===== src/sv/clle_pkg.sv =====
// Shared types and codes for the cursor linked list engine.
`default_nettype none
package clle_pkg;

  typedef enum logic [1:0] {
    K_INSERT  = 2'd0,
    K_DELETE  = 2'd1,
    K_FIND    = 2'd2,
    K_REPLACE = 2'd3
  } kind_t;

  typedef enum logic [1:0] {
    ST_OK       = 2'd0,
    ST_MISSING  = 2'd1,
    ST_FULL     = 2'd2,
    ST_POSITION = 2'd3
  } status_t;

  typedef struct packed {
    logic [1:0]         kind;
    logic [3:0]         position;
    logic signed [15:0] value;
    logic signed [15:0] new_value;
  } in_item_t;

  typedef struct packed {
    logic [1:0] status;
    logic [2:0] slot;
    logic [2:0] head;
  } out_item_t;

endpackage
`default_nettype wire


===== src/sv/cursor_linked_list_engine.sv =====
// Top level: linked list in a slot store with a free chain, one request at a time.
//
// Requests enter on in_item when start is high and busy is low. Kinds are
// insert at a 1-based position, delete, find and replace of the first node
// holding a value. Every request gives exactly one item on out_item, marked by
// a one-cycle out_valid strobe; the receiver cannot stall it.
// A small sequencer walks the list one node per cycle through the two slot
// memories (value and link), whose registered read port sets the pace.
// Rejected requests (full, bad position, empty list) are answered straight from
// idle. Find and replace walk the list until a match or its end; delete adds a
// step that returns the slot to the free chain. Insert takes a free slot, then
// walks to the predecessor and links it in, unless p = 1 or the list is empty.
// busy is high while a request is in progress and is low again when its strobe is high.
// A new request may be accepted in the cycle its predecessor's strobe is high.
// Reset (synchronous, rst_n low) empties the list and chains every slot from
// 1 upward into the free chain at once; link entries read their reset value
// until first written. Slot 0 is the null cursor and never holds a node.
`default_nettype none
module cursor_linked_list_engine import clle_pkg::*; #(
  parameter int SLOTS      = 8,
  parameter int VALUE_BITS = 16
) (
  input  wire logic      clk,
  input  wire logic      rst_n,
  input  wire logic      start,
  input  wire in_item_t  in_item,
  output logic           busy,
  output logic           out_valid,
  output out_item_t      out_item
);

  localparam int SW = $clog2(SLOTS);
  localparam int LW = $clog2(SLOTS + 1);
  localparam int CW = (LW + 1 > 4) ? LW + 1 : 4;

  typedef logic [SW-1:0] slot_t;

  typedef enum logic [2:0] {
    S_IDLE,
    S_L_CMP,
    S_D_FREE,
    S_I_FREE,
    S_I_WALK,
    S_I_LINK
  } state_t;

  state_t                state_r, state_nxt;
  slot_t                 head_r, head_nxt;
  slot_t                 free_r, free_nxt;
  logic [LW-1:0]         len_r, len_nxt;
  slot_t                 cur_r, cur_nxt;    // lookup node, or new slot on insert
  slot_t                 prev_r, prev_nxt;  // predecessor, or walk node on insert
  logic [LW-1:0]         cnt_r, cnt_nxt;
  logic [3:0]            hops_r, hops_nxt;
  kind_t                 kind_r, kind_nxt;
  logic [3:0]            pos_r, pos_nxt;
  logic [VALUE_BITS-1:0] key_r, key_nxt;
  logic [VALUE_BITS-1:0] nval_r, nval_nxt;
  logic [SLOTS-1:0]      link_vld_r;
  slot_t                 rd_addr_r;
  logic                  out_valid_r, out_valid_nxt;
  out_item_t             out_item_r, out_item_nxt;

  slot_t                 rd_addr;
  logic                  val_we, lnk_we;
  slot_t                 val_waddr, lnk_waddr;
  logic [VALUE_BITS-1:0] val_wdata, val_q;
  slot_t                 lnk_wdata, lnk_q;
  slot_t                 lnk_dflt, link_eff;
  logic [VALUE_BITS-1:0] in_key, in_nkey;

  assign in_key  = VALUE_BITS'($unsigned(in_item.value));
  assign in_nkey = VALUE_BITS'($unsigned(in_item.new_value));

  clle_ram #(.WIDTH(VALUE_BITS), .DEPTH(SLOTS)) u_val_ram (
    .clk   (clk),
    .we    (val_we),
    .waddr (val_waddr),
    .wdata (val_wdata),
    .raddr (rd_addr),
    .rdata (val_q)
  );

  clle_ram #(.WIDTH(SW), .DEPTH(SLOTS)) u_lnk_ram (
    .clk   (clk),
    .we    (lnk_we),
    .waddr (lnk_waddr),
    .wdata (lnk_wdata),
    .raddr (rd_addr),
    .rdata (lnk_q)
  );

  // Unwritten link entries read as their reset chain.
  assign lnk_dflt = (rd_addr_r == SW'(SLOTS - 1)) ? '0 : rd_addr_r + 1'b1;
  assign link_eff = link_vld_r[rd_addr_r] ? lnk_q : lnk_dflt;

  always_comb begin
    state_nxt     = state_r;
    head_nxt      = head_r;
    free_nxt      = free_r;
    len_nxt       = len_r;
    cur_nxt       = cur_r;
    prev_nxt      = prev_r;
    cnt_nxt       = cnt_r;
    hops_nxt      = hops_r;
    kind_nxt      = kind_r;
    pos_nxt       = pos_r;
    key_nxt       = key_r;
    nval_nxt      = nval_r;
    out_valid_nxt = 1'b0;
    out_item_nxt  = out_item_r;
    rd_addr       = '0;
    val_we        = 1'b0;
    val_waddr     = cur_r;
    val_wdata     = key_r;
    lnk_we        = 1'b0;
    lnk_waddr     = cur_r;
    lnk_wdata     = head_r;

    case (state_r)
      S_IDLE: begin
        if (start) begin
          kind_nxt = kind_t'(in_item.kind);
          pos_nxt  = in_item.position;
          key_nxt  = in_key;
          nval_nxt = in_nkey;
          if (in_item.kind == K_INSERT) begin
            if (free_r == '0) begin
              out_valid_nxt       = 1'b1;
              out_item_nxt.status = ST_FULL;
              out_item_nxt.slot   = '0;
            end else if (in_item.position == '0 ||
                         CW'(in_item.position) > CW'(len_r) + CW'(1)) begin
              out_valid_nxt       = 1'b1;
              out_item_nxt.status = ST_POSITION;
              out_item_nxt.slot   = '0;
            end else begin
              rd_addr   = free_r;
              cur_nxt   = free_r;
              state_nxt = S_I_FREE;
            end
          end else if (len_r == '0 || head_r == '0) begin
            out_valid_nxt       = 1'b1;
            out_item_nxt.status = ST_MISSING;
            out_item_nxt.slot   = '0;
          end else begin
            rd_addr   = head_r;
            cur_nxt   = head_r;
            prev_nxt  = '0;
            cnt_nxt   = '0;
            state_nxt = S_L_CMP;
          end
        end
      end

      S_L_CMP: begin
        if (val_q == key_r) begin
          case (kind_r)
            K_DELETE: begin
              // unlink now, return the slot to the free chain next cycle
              if (prev_r == '0) begin
                head_nxt = link_eff;
              end else begin
                lnk_we    = 1'b1;
                lnk_waddr = prev_r;
                lnk_wdata = link_eff;
              end
              state_nxt = S_D_FREE;
            end
            K_REPLACE: begin
              val_we              = 1'b1;
              val_waddr           = cur_r;
              val_wdata           = nval_r;
              out_valid_nxt       = 1'b1;
              out_item_nxt.status = ST_OK;
              out_item_nxt.slot   = 3'(cur_r);
              state_nxt           = S_IDLE;
            end
            default: begin
              out_valid_nxt       = 1'b1;
              out_item_nxt.status = ST_OK;
              out_item_nxt.slot   = 3'(cur_r);
              state_nxt           = S_IDLE;
            end
          endcase
        end else if (cnt_r + 1'b1 >= len_r || link_eff == '0) begin
          out_valid_nxt       = 1'b1;
          out_item_nxt.status = ST_MISSING;
          out_item_nxt.slot   = '0;
          state_nxt           = S_IDLE;
        end else begin
          // advance to the next node, its read issued this cycle
          rd_addr  = link_eff;
          prev_nxt = cur_r;
          cur_nxt  = link_eff;
          cnt_nxt  = cnt_r + 1'b1;
        end
      end

      S_D_FREE: begin
        lnk_we              = 1'b1;
        lnk_waddr           = cur_r;
        lnk_wdata           = free_r;
        free_nxt            = cur_r;
        len_nxt             = len_r - 1'b1;
        out_valid_nxt       = 1'b1;
        out_item_nxt.status = ST_OK;
        out_item_nxt.slot   = 3'(cur_r);
        state_nxt           = S_IDLE;
      end

      S_I_FREE: begin
        free_nxt  = link_eff;
        val_we    = 1'b1;
        val_waddr = cur_r;
        val_wdata = key_r;
        if (pos_r == 4'd1 || head_r == '0) begin
          lnk_we              = 1'b1;
          lnk_waddr           = cur_r;
          lnk_wdata           = head_r;
          head_nxt            = cur_r;
          len_nxt             = len_r + 1'b1;
          out_valid_nxt       = 1'b1;
          out_item_nxt.status = ST_OK;
          out_item_nxt.slot   = 3'(cur_r);
          state_nxt           = S_IDLE;
        end else begin
          rd_addr   = head_r;
          prev_nxt  = head_r;
          hops_nxt  = pos_r - 4'd2;
          state_nxt = S_I_WALK;
        end
      end

      S_I_WALK: begin
        if (hops_r == '0) begin
          lnk_we    = 1'b1;
          lnk_waddr = cur_r;
          lnk_wdata = link_eff;
          state_nxt = S_I_LINK;
        end else if (link_eff == '0) begin
          // ran off the end: place at the head
          lnk_we              = 1'b1;
          lnk_waddr           = cur_r;
          lnk_wdata           = head_r;
          head_nxt            = cur_r;
          len_nxt             = len_r + 1'b1;
          out_valid_nxt       = 1'b1;
          out_item_nxt.status = ST_OK;
          out_item_nxt.slot   = 3'(cur_r);
          state_nxt           = S_IDLE;
        end else begin
          rd_addr  = link_eff;
          prev_nxt = link_eff;
          hops_nxt = hops_r - 1'b1;
        end
      end

      S_I_LINK: begin
        lnk_we              = 1'b1;
        lnk_waddr           = prev_r;
        lnk_wdata           = cur_r;
        len_nxt             = len_r + 1'b1;
        out_valid_nxt       = 1'b1;
        out_item_nxt.status = ST_OK;
        out_item_nxt.slot   = 3'(cur_r);
        state_nxt           = S_IDLE;
      end

      default: begin
        state_nxt = S_IDLE;
      end
    endcase

    out_item_nxt.head = 3'(head_nxt);
  end

  always_ff @(posedge clk) begin
    cur_r      <= cur_nxt;
    prev_r     <= prev_nxt;
    cnt_r      <= cnt_nxt;
    hops_r     <= hops_nxt;
    kind_r     <= kind_nxt;
    pos_r      <= pos_nxt;
    key_r      <= key_nxt;
    nval_r     <= nval_nxt;
    rd_addr_r  <= rd_addr;
    out_item_r <= out_item_nxt;
    if (!rst_n) begin
      state_r     <= S_IDLE;
      head_r      <= '0;
      free_r      <= SW'(1);
      len_r       <= '0;
      link_vld_r  <= '0;
      out_valid_r <= 1'b0;
    end else begin
      state_r     <= state_nxt;
      head_r      <= head_nxt;
      free_r      <= free_nxt;
      len_r       <= len_nxt;
      out_valid_r <= out_valid_nxt;
      if (lnk_we) begin
        link_vld_r[lnk_waddr] <= 1'b1;
      end
    end
  end

  assign busy      = (state_r != S_IDLE);
  assign out_valid = out_valid_r;
  assign out_item  = out_item_r;

  a_err_no_slot: assert property (@(posedge clk) disable iff (!rst_n)
    (out_valid && out_item.status != ST_OK) |-> out_item.slot == '0)
    else $error("failed request reports a slot");

  a_accept_progress: assert property (@(posedge clk) disable iff (!rst_n)
    (start && !busy) |=> (busy || out_valid))
    else $error("accepted item neither worked on nor answered");

  a_chains_disjoint: assert property (@(posedge clk) disable iff (!rst_n)
    !(free_r == head_r && head_r != '0))
    else $error("free chain and list share a head slot");

  a_len_bound: assert property (@(posedge clk) disable iff (!rst_n)
    CW'(len_r) < CW'(SLOTS))
    else $error("list length exceeds slot count");

endmodule
`default_nettype wire


===== src/sv/clle_ram.sv =====
// Generic single-write, single-read RAM with registered read data.
`default_nettype none
module clle_ram #(
  parameter int WIDTH = 16,
  parameter int DEPTH = 8
) (
  input  wire logic                     clk,
  input  wire logic                     we,
  input  wire logic [$clog2(DEPTH)-1:0] waddr,
  input  wire logic [WIDTH-1:0]         wdata,
  input  wire logic [$clog2(DEPTH)-1:0] raddr,
  output logic      [WIDTH-1:0]         rdata
);

  logic [WIDTH-1:0] mem [DEPTH];

  always_ff @(posedge clk) begin
    if (we) begin
      mem[waddr] <= wdata;
    end
    rdata <= mem[raddr];
  end

endmodule
`default_nettype wire


===== config.mk =====
export PLATFORM = sky130hd
export DESIGN_NAME = cursor_linked_list_engine
export DESIGN_NICKNAME = d
export VERILOG_FILES = /design/src/sv/clle_pkg.sv /design/src/sv/cursor_linked_list_engine.sv /design/src/sv/clle_ram.sv
export SDC_FILE = /design/constraint.sdc
export NUM_CORES = 1
export LEC_CHECK = 0
export BUFFER_PORTS_ARGS = -buffer_cell sky130_fd_sc_hd__buf_2
export CORE_MARGIN = 3
export CORE_UTILIZATION = 35
export CTS_BUF_LIST = sky130_fd_sc_hd__clkbuf_8
export DETAILED_ROUTE_END_ITERATION = 10
export GPL_ROUTABILITY_DRIVEN = 0
export PLACE_DENSITY = 0.54
export RECOVER_POWER = 25
export SETUP_SLACK_MARGIN = 0.1
export SLEW_MARGIN = 10
export SYNTH_ARGS = -nofsm -noshare
export SYNTH_HDL_FRONTEND = slang
export SYNTH_SLANG_ARGS = --single-unit

===== constraint.sdc =====
create_clock -name clk -period 3.5 [get_ports clk]
set_clock_uncertainty 0.15 [all_clocks]
set_input_delay 0.7 -clock clk [delete_from_list [all_inputs] [get_ports clk]]
set_output_delay 0.7 -clock clk [all_outputs]
set_load 0.01 [all_outputs]

# --- Word-level counts from Yosys, hierarchy flattened ---
# Memories as Yosys holds them, arrays and structs flattened. A register that Yosys moved wholly into a read port is not among the register bits.
# Cells that the tools add are included.
word_totals:
  reg_bits: 85
  mem_bits_rw: 152
  input_bits: 41
  out_inout_bits: 10
  elab_cells: 207
  mem_count: 2
mem_list:
  columns: ["memory", "depth", "word_bits", "read_ports", "rd_clocked_by_memory_dff", "wr", "line", "rtl"]
  rows:
  - ["u_val_ram.mem", 8, 16, 1, 1, 1, "clle_ram.sv:15", "logic [WIDTH-1:0] mem [DEPTH];"]
  - ["u_lnk_ram.mem", 8, 3, 1, 1, 1, "clle_ram.sv:15", null]
op_classes:
  n_addsub: 7
  order_cmp: 5
  n_eq_ne: 28
  n_mux: 116
  n_bitwise: 1
  n_reduce_logical: 30
ops:
  columns: ["operator", "count"]
  rows:
  - ["3-bit 2-to-1 mux", 50]
  - ["5-bit 2-to-1 mux", 11]
  - ["16-bit 2-to-1 mux", 3]
  - ["3-bit case mux with 4 select lines", 4]
  - ["4-bit 2-to-1 mux", 11]
  - ["5-bit case mux with 5 select lines", 1]
  - ["1-bit 2-to-1 mux", 23]
  - ["3-bit inequality test (second input constant)", 7]
  - ["2-bit inequality test (second input constant)", 10]
  - ["3-bit case mux with 2 select lines", 3]
  - ["9-bit AND reduction", 2]
  - ["16-bit == test", 1]
  - ["4-bit case mux with 2 select lines", 2]
  - ["4-bit case mux with 4 select lines", 1]
  - ["3-bit logical NOT", 5]
  - ["4-bit logical NOT", 3]
  - ["6-bit AND reduction", 2]
  - ["3-bit == test (second input constant)", 3]
  - ["3-bit case mux with 3 select lines", 1]
  - ["4-bit by 1-bit adder with 4-bit output (second input constant)", 2]
  - ["3-bit by 4-bit less-than comparator with 1-bit output (second input constant)", 2]
  - ["8-bit OR", 1]
  - ["4-bit AND reduction", 2]
  - ["4-bit nonzero test", 2]
  - ["other kinds (28)", 35]

# --- Longest topological paths before layout ---
# Gate-level depths: netlist (run 1).
logic_depth:
  ltp_word: 10
  depth_mapped: 14
  depth_no_buf: 13

# --- By module ---
# Synthesis (run 1) repeated with hierarchy kept, for this count alone.
hier_totals:
  hier_cells: 683
  area_unflattened_um2: 10892.9
modules_own_cells:
  columns: ["module", "instances", "cells_each", "area_per_inst_um2", "seq_area_each_um2"]
  rows:
  - ["clle_ram (u_val_ram)", 1, 214, 5293.8, 4164.0]
  - ["cursor_linked_list_engine", 1, 419, 4556.9, 2272.2]
  - ["clle_ram (u_lnk_ram)", 1, 50, 1042.2, 780.7]

# --- Worst setup path after synthesis (run 1) ---
# OpenSTA, ideal clock, no wires.
synth_path:
  path_kind: "in2reg"
  start: "in start"
  end: "reg u_val_ram.rdata[14], read port of u_val_ram.mem"
  setup_ns: 0.073
  arrival_time_ns: 3.443
  required_ns: 3.277
  slack_ns: -0.166
  stages: 10
  path_buffers: 2
  path_cell_list: "or4b_1 -> inv_1 -> nand2_1 -> o21ai_0 -> nor2_1 -> buf_2 -> nor3_4 -> buf_2 -> a222oi_1 -> mux2i_1"
synth_via:
  elab_chain_cells: 2
synth_rtl:
  columns: ["element", "line", "rtl"]
  rows:
  - ["start, declared", "cursor_linked_list_engine.sv:25", "input wire logic start,"]
  - ["3-bit 2-to-1 mux", "cursor_linked_list_engine.sv:122", "if (start) begin"]
  - ["3-bit case mux with 4 select lines", "cursor_linked_list_engine.sv:120", "case (state_r)"]
  - ["end, declared", "clle_ram.sv:12", "output logic [WIDTH-1:0] rdata"]
# Every way passes these cells.
# A chain may end at the register's enable or synchronous reset.

# --- Final worst setup path (run 1) ---
layout_path:
  start: "reg rd_addr_r[0]"
  end: "reg u_val_ram.rdata[0], read port of u_val_ram.mem"
layout_via:
  elab_chain_cells: 8
  word_cells_on_any_way: 13
  classes_between: "add/sub: 1; eq/ne: 1; mux: 9; reduce/logical: 2"
layout_rtl:
  columns: ["element", "line", "rtl"]
  rows:
  - ["start, declared", "cursor_linked_list_engine.sv:60", "slot_t rd_addr_r;"]
  - ["start signal, assigned", "cursor_linked_list_engine.sv:287", "rd_addr_r <= rd_addr;"]
  - ["3-bit by 1-bit adder with 3-bit output, or another cell as far along", "cursor_linked_list_engine.sv:94", "assign lnk_dflt = (rd_addr_r == SW'(SLOTS - 1)) ? '0 : rd_addr_r + 1'b1;"]
  - ["3-bit 2-to-1 mux or 1-bit 2-to-1 mux (tied branches)", "cursor_linked_list_engine.sv:94, cursor_linked_list_engine.sv:95", null]
  - ["3-bit 2-to-1 mux *", "cursor_linked_list_engine.sv:95", "assign link_eff = link_vld_r[rd_addr_r] ? lnk_q : lnk_dflt;"]
  - ["3-bit logical NOT", "cursor_linked_list_engine.sv:186, cursor_linked_list_engine.sv:241", null]
  - ["1-bit logical OR", "cursor_linked_list_engine.sv:186", "end else if (cnt_r + 1'b1 >= len_r || link_eff == '0) begin"]
  - ["3-bit 2-to-1 mux", "cursor_linked_list_engine.sv:186", null]
  - ["3-bit 2-to-1 mux", "cursor_linked_list_engine.sv:157", "if (val_q == key_r) begin"]
  - ["3-bit case mux with 4 select lines *", "cursor_linked_list_engine.sv:120", null]
# Mark *: on every way between the ends. The rest lies on a longest branch, timed or not. The select of a mux whose other input is x is not followed.

==> run_results.csv, run 1 <==
group,metric,value,unit
global_routing,first_global_vias,7101,
setup_path,cp_max_fo,12,
timing,min_period_over_period,94.3,%
timing,slew_viol_final,0,
timing,rsz0062_at_grt,"true",
setup_path,crit_buf_inv,2,
global_routing,grt_max_degree,39,
cells_and_area,regArea,7220,um2
cells_and_area,final_common_cell,"edfxtp_1",
setup_path,max_stage_delay,700,ps
cells_and_area,fillCellCount,2883,
synthesis,synth_compound_area_share,13.1,%
setup_path,cp-end-kind,"flip-flop",
synthesis,yosys_warnings,0,
clock_network,cts_buffers,41,
cells_and_area,stdcell_area,13200,um2
floorplan,die_w,184,um
detailed_routing,vias_per_cell,5.28,
placement,hpwl,17200,um
setup_path,criticalPathCategory,"reg -> reg",
synthesis,syn-cell-area,11100,um2
detailed_routing,num_vias,7152,
placement,dp.cells,1273,
synthesis,synth_edf_count,209,
global_routing,grt_usage,15.8,%
detailed_routing,drt_first_pass_iters,5,
pwr,p_leak,4.83,nW
timing,slew-limit-headroom,31.1,%
clock_network,cts_buffer_depth,3,
floorplan,num_rows,64,
clock_network,cts_tree,"yes",
placement,portBuffers,50,
pwr,ir_drop,350,uV
timing,max_freq,303,MHz
floorplan,dieArea,33900,um2
detailed_routing,final_antenna_net_count,0,
clock_network,cts_num_sinks,256,
timing,finalSetupViolCount,0,
detailed_routing,drc,0,
global_routing,grt_overflow,0,
synthesis,avgSynthCellArea,13.9,um2
detailed_routing,wl_per_cell,20.0,um
placement,placedInstanceArea,12200,um2
job,maxCapViolations,0,
hold_path,min_path_type,"in -> reg",
cells_and_area,nets,985,
cells_and_area,syn_to_final_growth,18.4,%
synthesis,synth_xor_area_share,2.13,%
synthesis,synth_top_family_by_area,"compound AO/OA/AOI/OAI gates",
pwr,powerDensity,471,nW/um2
cells_and_area,multi_input_area,3660,um2
cells_and_area,stdcell_count,1354,
floorplan,core_area,30900,um2
floorplan,die_h,184,um
clock_network,clock_latency,550,ps
setup_path,path_delay_family,"multiplexers",
synthesis,synthMuxAreaShare,7.44,%
floorplan,start_util,35.9,%
timing,setup_tns,0,ps
run_status,status,"finished, final reports clean",
detailed_routing,wl,27100,um
detailed_routing,drt_iter0_drc,537,
cells_and_area,final_cell_mix,"edfxtp_1 (209), buf_4 (61), nand2_1 (56), clkbuf_8 (48), dfxtp_1 (46)",
setup_path,arrival,3630,ps
synthesis,synth_nets,857,
setup_path,crit_required,3830,ps
floorplan,ioPinCount,51,
cells_and_area,drive_gt1_share,23.9,%
global_routing,grt_pass1_wl,41300,um
timing,worst_slew_pin_slew,1030,ps
global_routing,antenna_found_initial,0,
synthesis,seq_area_frac_synth,65.0,%
synthesis,synth_seq_cells,256,
clock_network,ctsHoldBuffers,0,
clock_network,h-tree-depth,2,
setup_path,slowest_stage,"nor3_4",
clock_network,cts_root_buffer,"clkbuf_8",
synthesis,async_flop_share,0,%
synthesis,synth_cells,798,
timing,period_needed,3300,ps
setup_path,cp_cell_sequence,"mux2i_1, mux4_2, buf_4, mux2_2, nor2_1, nor2_1, nor3_4, buf_4, a222oi_1, mux2i_1",
timing,hold_viol_final,0,
synthesis,synth_simple_gate_area_share,7.52,%
synthesis,synth_fa_ha_area_share,2.10,%
synthesis,yosys_most_used_dff,"edfxtp_1",
setup_path,setup.worst_path.start_class,"flip-flop",
cells_and_area,num_antenna_cells,0,
clock_network,path_clk_slew,60,ps
synthesis,synth_cell_types,64,
[layout make-up]
type,count,area share [%]
Clock buffer,48,5.02
Timing Repair Buffer,130,6.56
Inverter,19,0.571
Sequential cell,256,54.9
Tap cell,396,3.77
Clock inverter,27,1.31
Multi-Input combinational cell,478,27.9
[routing by layer]
metal  track usage [%]  part of all wire [%]  vias to the layer above
met5                 0                     0                        -
met4              4.35                   2.0                        0
met3              3.10                   5.6                       42
met2              26.5                    48                      204
met1              21.0                    44                     3533
li1                  -                     -                     3373
[state kept, by name, indices dropped and copies added, names as in the netlist]
| register | cells |
|---|---|
| u_lnk_ram.mem | 24 |
| out_valid | 1 |
| len_r | 4 |
| key_r | 16 |
| u_lnk_ram.rdata | 3 |
| prev_r | 3 |
| out_item | 8 |
| nval_r | 16 |
| cnt_r | 4 |
| cur_r | 3 |
| u_val_ram.mem | 128 |
| head_r | 3 |
| free_r | 3 |
| pos_r | 4 |
| link_vld_r | 8 |
| hops_r | 4 |
| kind_r | 2 |
| rd_addr_r | 3 |
| u_val_ram.rdata | 16 |
| state_r | 3 |
[metrics by stage]
| stage | hold slack [ps] | power, W | utilization, % | worst slack, ps |
|---|---|---|---|---|
| floorplan | 290 | 0.00357 | - | 176 |
| global placement | 298 | 0.00368 | 39.6 | -188 |
| detailed placement | 304 | 0.00368 | 39.6 | -257 |
| CTS | 135 | 0.00628 | 42.4 | 115 |
| global route | 136 | 0.00646 | 42.5 | 49.0 |
| finish | 176 | 0.00620 | 42.5 | 199 |
[synth_stat cells, types with 7 or more instances]
cell type / n / share of area [%]
nor2_1: 28 / 0.95
mux2_2: 38 / 3.9
mux2i_1: 36 / 3.2
ha_1: 17 / 1.9
nand2_1: 56 / 1.9
edfxtp_1: 209 / 57
a21oi_1: 16 / 0.72
a222oi_1: 20 / 1.8
nand4_1: 7 / 0.39
o21a_1: 13 / 0.88
a211oi_1: 23 / 1.6
clkbuf_1: 30 / 1.0
inv_1: 18 / 0.61
and2_1: 14 / 0.79
nand2b_1: 7 / 0.39
a31o_1: 19 / 1.5
o21ai_0: 42 / 1.9
o211a_1: 21 / 1.9
nor3_1: 18 / 0.81
dfxtp_1: 47 / 8.5
xnor2_1: 23 / 1.8
[where the power goes]
| part | leakage (nW) | total (W) | switching [W] | internal (W) |
|---|---|---|---|---|
| Sequential | 2.31 | 0.00337 | 0.0000307 | 0.00334 |
| Clock | 0.488 | 0.00258 | 0.00117 | 0.00141 |
| Combinational | 2.03 | 0.000248 | 0.000149 | 0.0000991 |
[kinds of logic after synthesis]
family	after synthesis
simple gates	166
flops	256
buf+inv	64
fa+ha+maj	18
compound gates	191
xor+xnor	27
mux	76
[path summary, 6_finish.rpt]
kind            startpoint                 end  slack [ps]  cells past startpoint
max reg2reg   rd_addr_r[0]  u_val_ram.rdata[0]         200                     10
min            in_item[12]          nval_r[12]         180                      1
max           rd_addr_r[0]  u_val_ram.rdata[0]         200                     10
min reg2reg  link_vld_r[2]       link_vld_r[2]         320                      1
[timing repair]
item	4_1_cts	5_1_grt
buffers inserted	3	2
gates resized for setup	2	18
pin swaps	2	3
setup endpoints to repair	19	22
cloned	0	1
(Power assumes the default switching activity.)
==> run 2, diff against run 1 <==
--- a/config.mk
+++ b/config.mk
@@ -6,7 +6,7 @@
 export NUM_CORES = 1
 export LEC_CHECK = 0
 export BUFFER_PORTS_ARGS = -buffer_cell sky130_fd_sc_hd__buf_2
-export CORE_MARGIN = 3
+export CORE_MARGIN = 10
 export CORE_UTILIZATION = 35
 export CTS_BUF_LIST = sky130_fd_sc_hd__clkbuf_8
 export DETAILED_ROUTE_END_ITERATION = 10
==> constraint.sdc (replaced) <==
create_clock -name clk -period 2.74 [get_ports clk]
set_clock_uncertainty 0.15 [all_clocks]
set_input_delay 0.548 -clock clk [delete_from_list [all_inputs] [get_ports clk]]
set_output_delay 0.548 -clock clk [all_outputs]
set_load 0.01 [all_outputs]
==> run 2 against run 1 <==
The run now ends with setup timing left. Non-clock buffer count grew 129. Global-route usage fell by 0.69 points. Die area rose by 16%. Highest routed layer unchanged. Sequential cell count unchanged. Final area up 17%. Largest cell class unchanged. Wire length is 12% higher. Final cell count up 10%. Clock power rose by 25%. Sequential share of layout area fell by 8.0 points. Sequential power rose by 28%. Via count is 8.7% higher.
==> run_results.csv, run 2 (synthesis gave the netlist of run 1 again) <==
group,metric,value,unit
run_status,status,"finished with violations",
run_status,violations,"setup timing",
clock_network,cts_buffer_depth,3,
cells_and_area,final_common_cell,"edfxtp_1",
setup_path,cp_max_fo,6,
global_routing,grt_usage,15.1,%
cells_and_area,largestRegisters,"u_val_ram.mem (128), u_lnk_ram.mem (24)",
cells_and_area,final_core_util,49.1,%
floorplan,die_w,198,um
floorplan,start_util,35.4,%
pwr,powerDensity,516,nW/um2
global_routing,grt_max_degree,39,
cells_and_area,multi_input_area,4400,um2
global_routing,antenna_found_initial,0,
detailed_routing,drt_first_pass_iters,5,
timing,hold_slack,28.0,ps
timing,worst_slack,-546,ps
cells_and_area,top_register,"u_val_ram.mem",
pwr,p_leak,5.88,nW
detailed_routing,wl,30400,um
floorplan,dieArea,39300,um2
timing,period_needed,3290,ps
clock_network,cts_root_buffer,"clkbuf_8",
floorplan,die_h,198,um
setup_path,arrival,3590,ps
hold_path,min_path_cells,1,
timing,worst_slew_pin_slew,610,ps
setup_path,setup.worst_path.start_class,"flip-flop",
global_routing,grt_pass1_wl,45800,um
timing,min_period_over_period,120,%
cells_and_area,final_cell_mix,"edfxtp_1 (209), buf_4 (108), nand2_1 (48), buf_6 (48), clkbuf_8 (46)",
timing,slew-limit-headroom,59.4,%
setup_path,reg2reg_depth,13,
placement,hpwl,18600,um
detailed_routing,vias_per_cell,5.21,
floorplan,core_area,31400,um2
setup_path,criticalPathCategory,"reg -> reg",
timing,setup_tns,-54220,ps
global_routing,first_global_vias,7921,
detailed_routing,final_antenna_net_count,0,
floorplan,ioPinCount,51,
detailed_routing,wl_per_cell,20.4,um
timing,max_freq,304,MHz
setup_path,crit_required,3040,ps
cells_and_area,largest_register_ffs,128,
timing,slew_viol_final,0,
timing,finalSetupViolCount,349,
global_routing,grt_overflow,0,
detailed_routing,drt_iter0_drc,577,
floorplan,num_rows,65,
cells_and_area,regArea,7230,um2
placement,portBuffers,50,
cells_and_area,syn_to_final_growth,38.7,%
clock_network,path_clk_slew,60,ps
detailed_routing,num_vias,7771,
cells_and_area,drive_gt1_share,39.3,%
clock_network,cts_num_sinks,256,
cells_and_area,nets,1116,
clock_network,clock_latency,580,ps
cells_and_area,fillCellCount,2729,
pwr,ir_drop,412,uV
detailed_routing,drc,0,
clock_network,cts_buffers,43,
setup_path,cp-end-kind,"flip-flop",
timing,hold_viol_final,0,
clock_network,h-tree-depth,2,
clock_network,cts_tree,"yes",
hold_path,min_path_type,"in -> reg",
job,maxCapViolations,0,
timing,rsz0062_at_grt,"true",
cells_and_area,num_antenna_cells,0,
-- run 2: power breakdown --
group	internal (W)	switching, W
Clock	0.00167	0.00155
Sequential	0.00427	0.0000412
Combinational	0.000206	0.000224
Total	0.00614	0.00181
-- run 2: worst paths after layout --
check,startpoint,endpoint,slack [ps]
worst max-delay path,cnt_r[0],u_val_ram.rdata[14],-550
worst min-delay path,in_item[21],key_r[5],30
worst max register to register,cnt_r[0],u_val_ram.rdata[14],-550
worst min register to register,link_vld_r[3],link_vld_r[3],320
-- run 2: final cells by class --
type | count | area share, %
clock inverters | 32 | 1.22
well taps | 402 | 3.27
repair buffers | 259 | 15.4
inverters | 19 | 0.487
flip-flops and latches | 256 | 46.9
multi-input cells | 478 | 28.6
clock buffers | 46 | 4.11
-- run 2: critical path, stage by stage, from the launching register on --
cell and delay (ps):
edfxtp_1 410, ha_2 380, ha_4 200, a211oi_4 220, o21ai_2 120, buf_4 140, o31a_1 350, o21ai_4 170
buf_6 150, buf_6 120, buf_16 130, mux2_4 300, a222oi_1 230, mux2i_1 100
-- run 2: metrics by stage --
step | worst slack, ps | area (um2) | cells | power [W]
floorplan | -238 | 11300 | 798 | 0.00456
global placement | -648 | 13000 | 1339 | 0.00473
detailed placement | -712 | 13000 | 1339 | 0.00473
CTS | -550 | 14600 | 1463 | 0.00801
global route | -666 | 15400 | 1492 | 0.00827
finish | -546 | 15400 | 1492 | 0.00795
-- run 2: routing by layer --
metal	up-vias	GRT usage [%]	wire length [um]
met5	-	0	0
met4	0	4.41	766
met3	61	2.75	1570
met2	240	25.7	15100
met1	3835	19.1	13000
li1	3635	-	-
-- run 2: timing repair --
action | CTS | global route
hold endpoints to repair | 30 | 0
buffers inserted | 16 | 28
gates cloned | 2 | 3
endpoints found under the setup margin | 361 | 368
gates resized for setup | 66 | 126
pin swaps | 30 | 69
hold buffers | 30 | 0
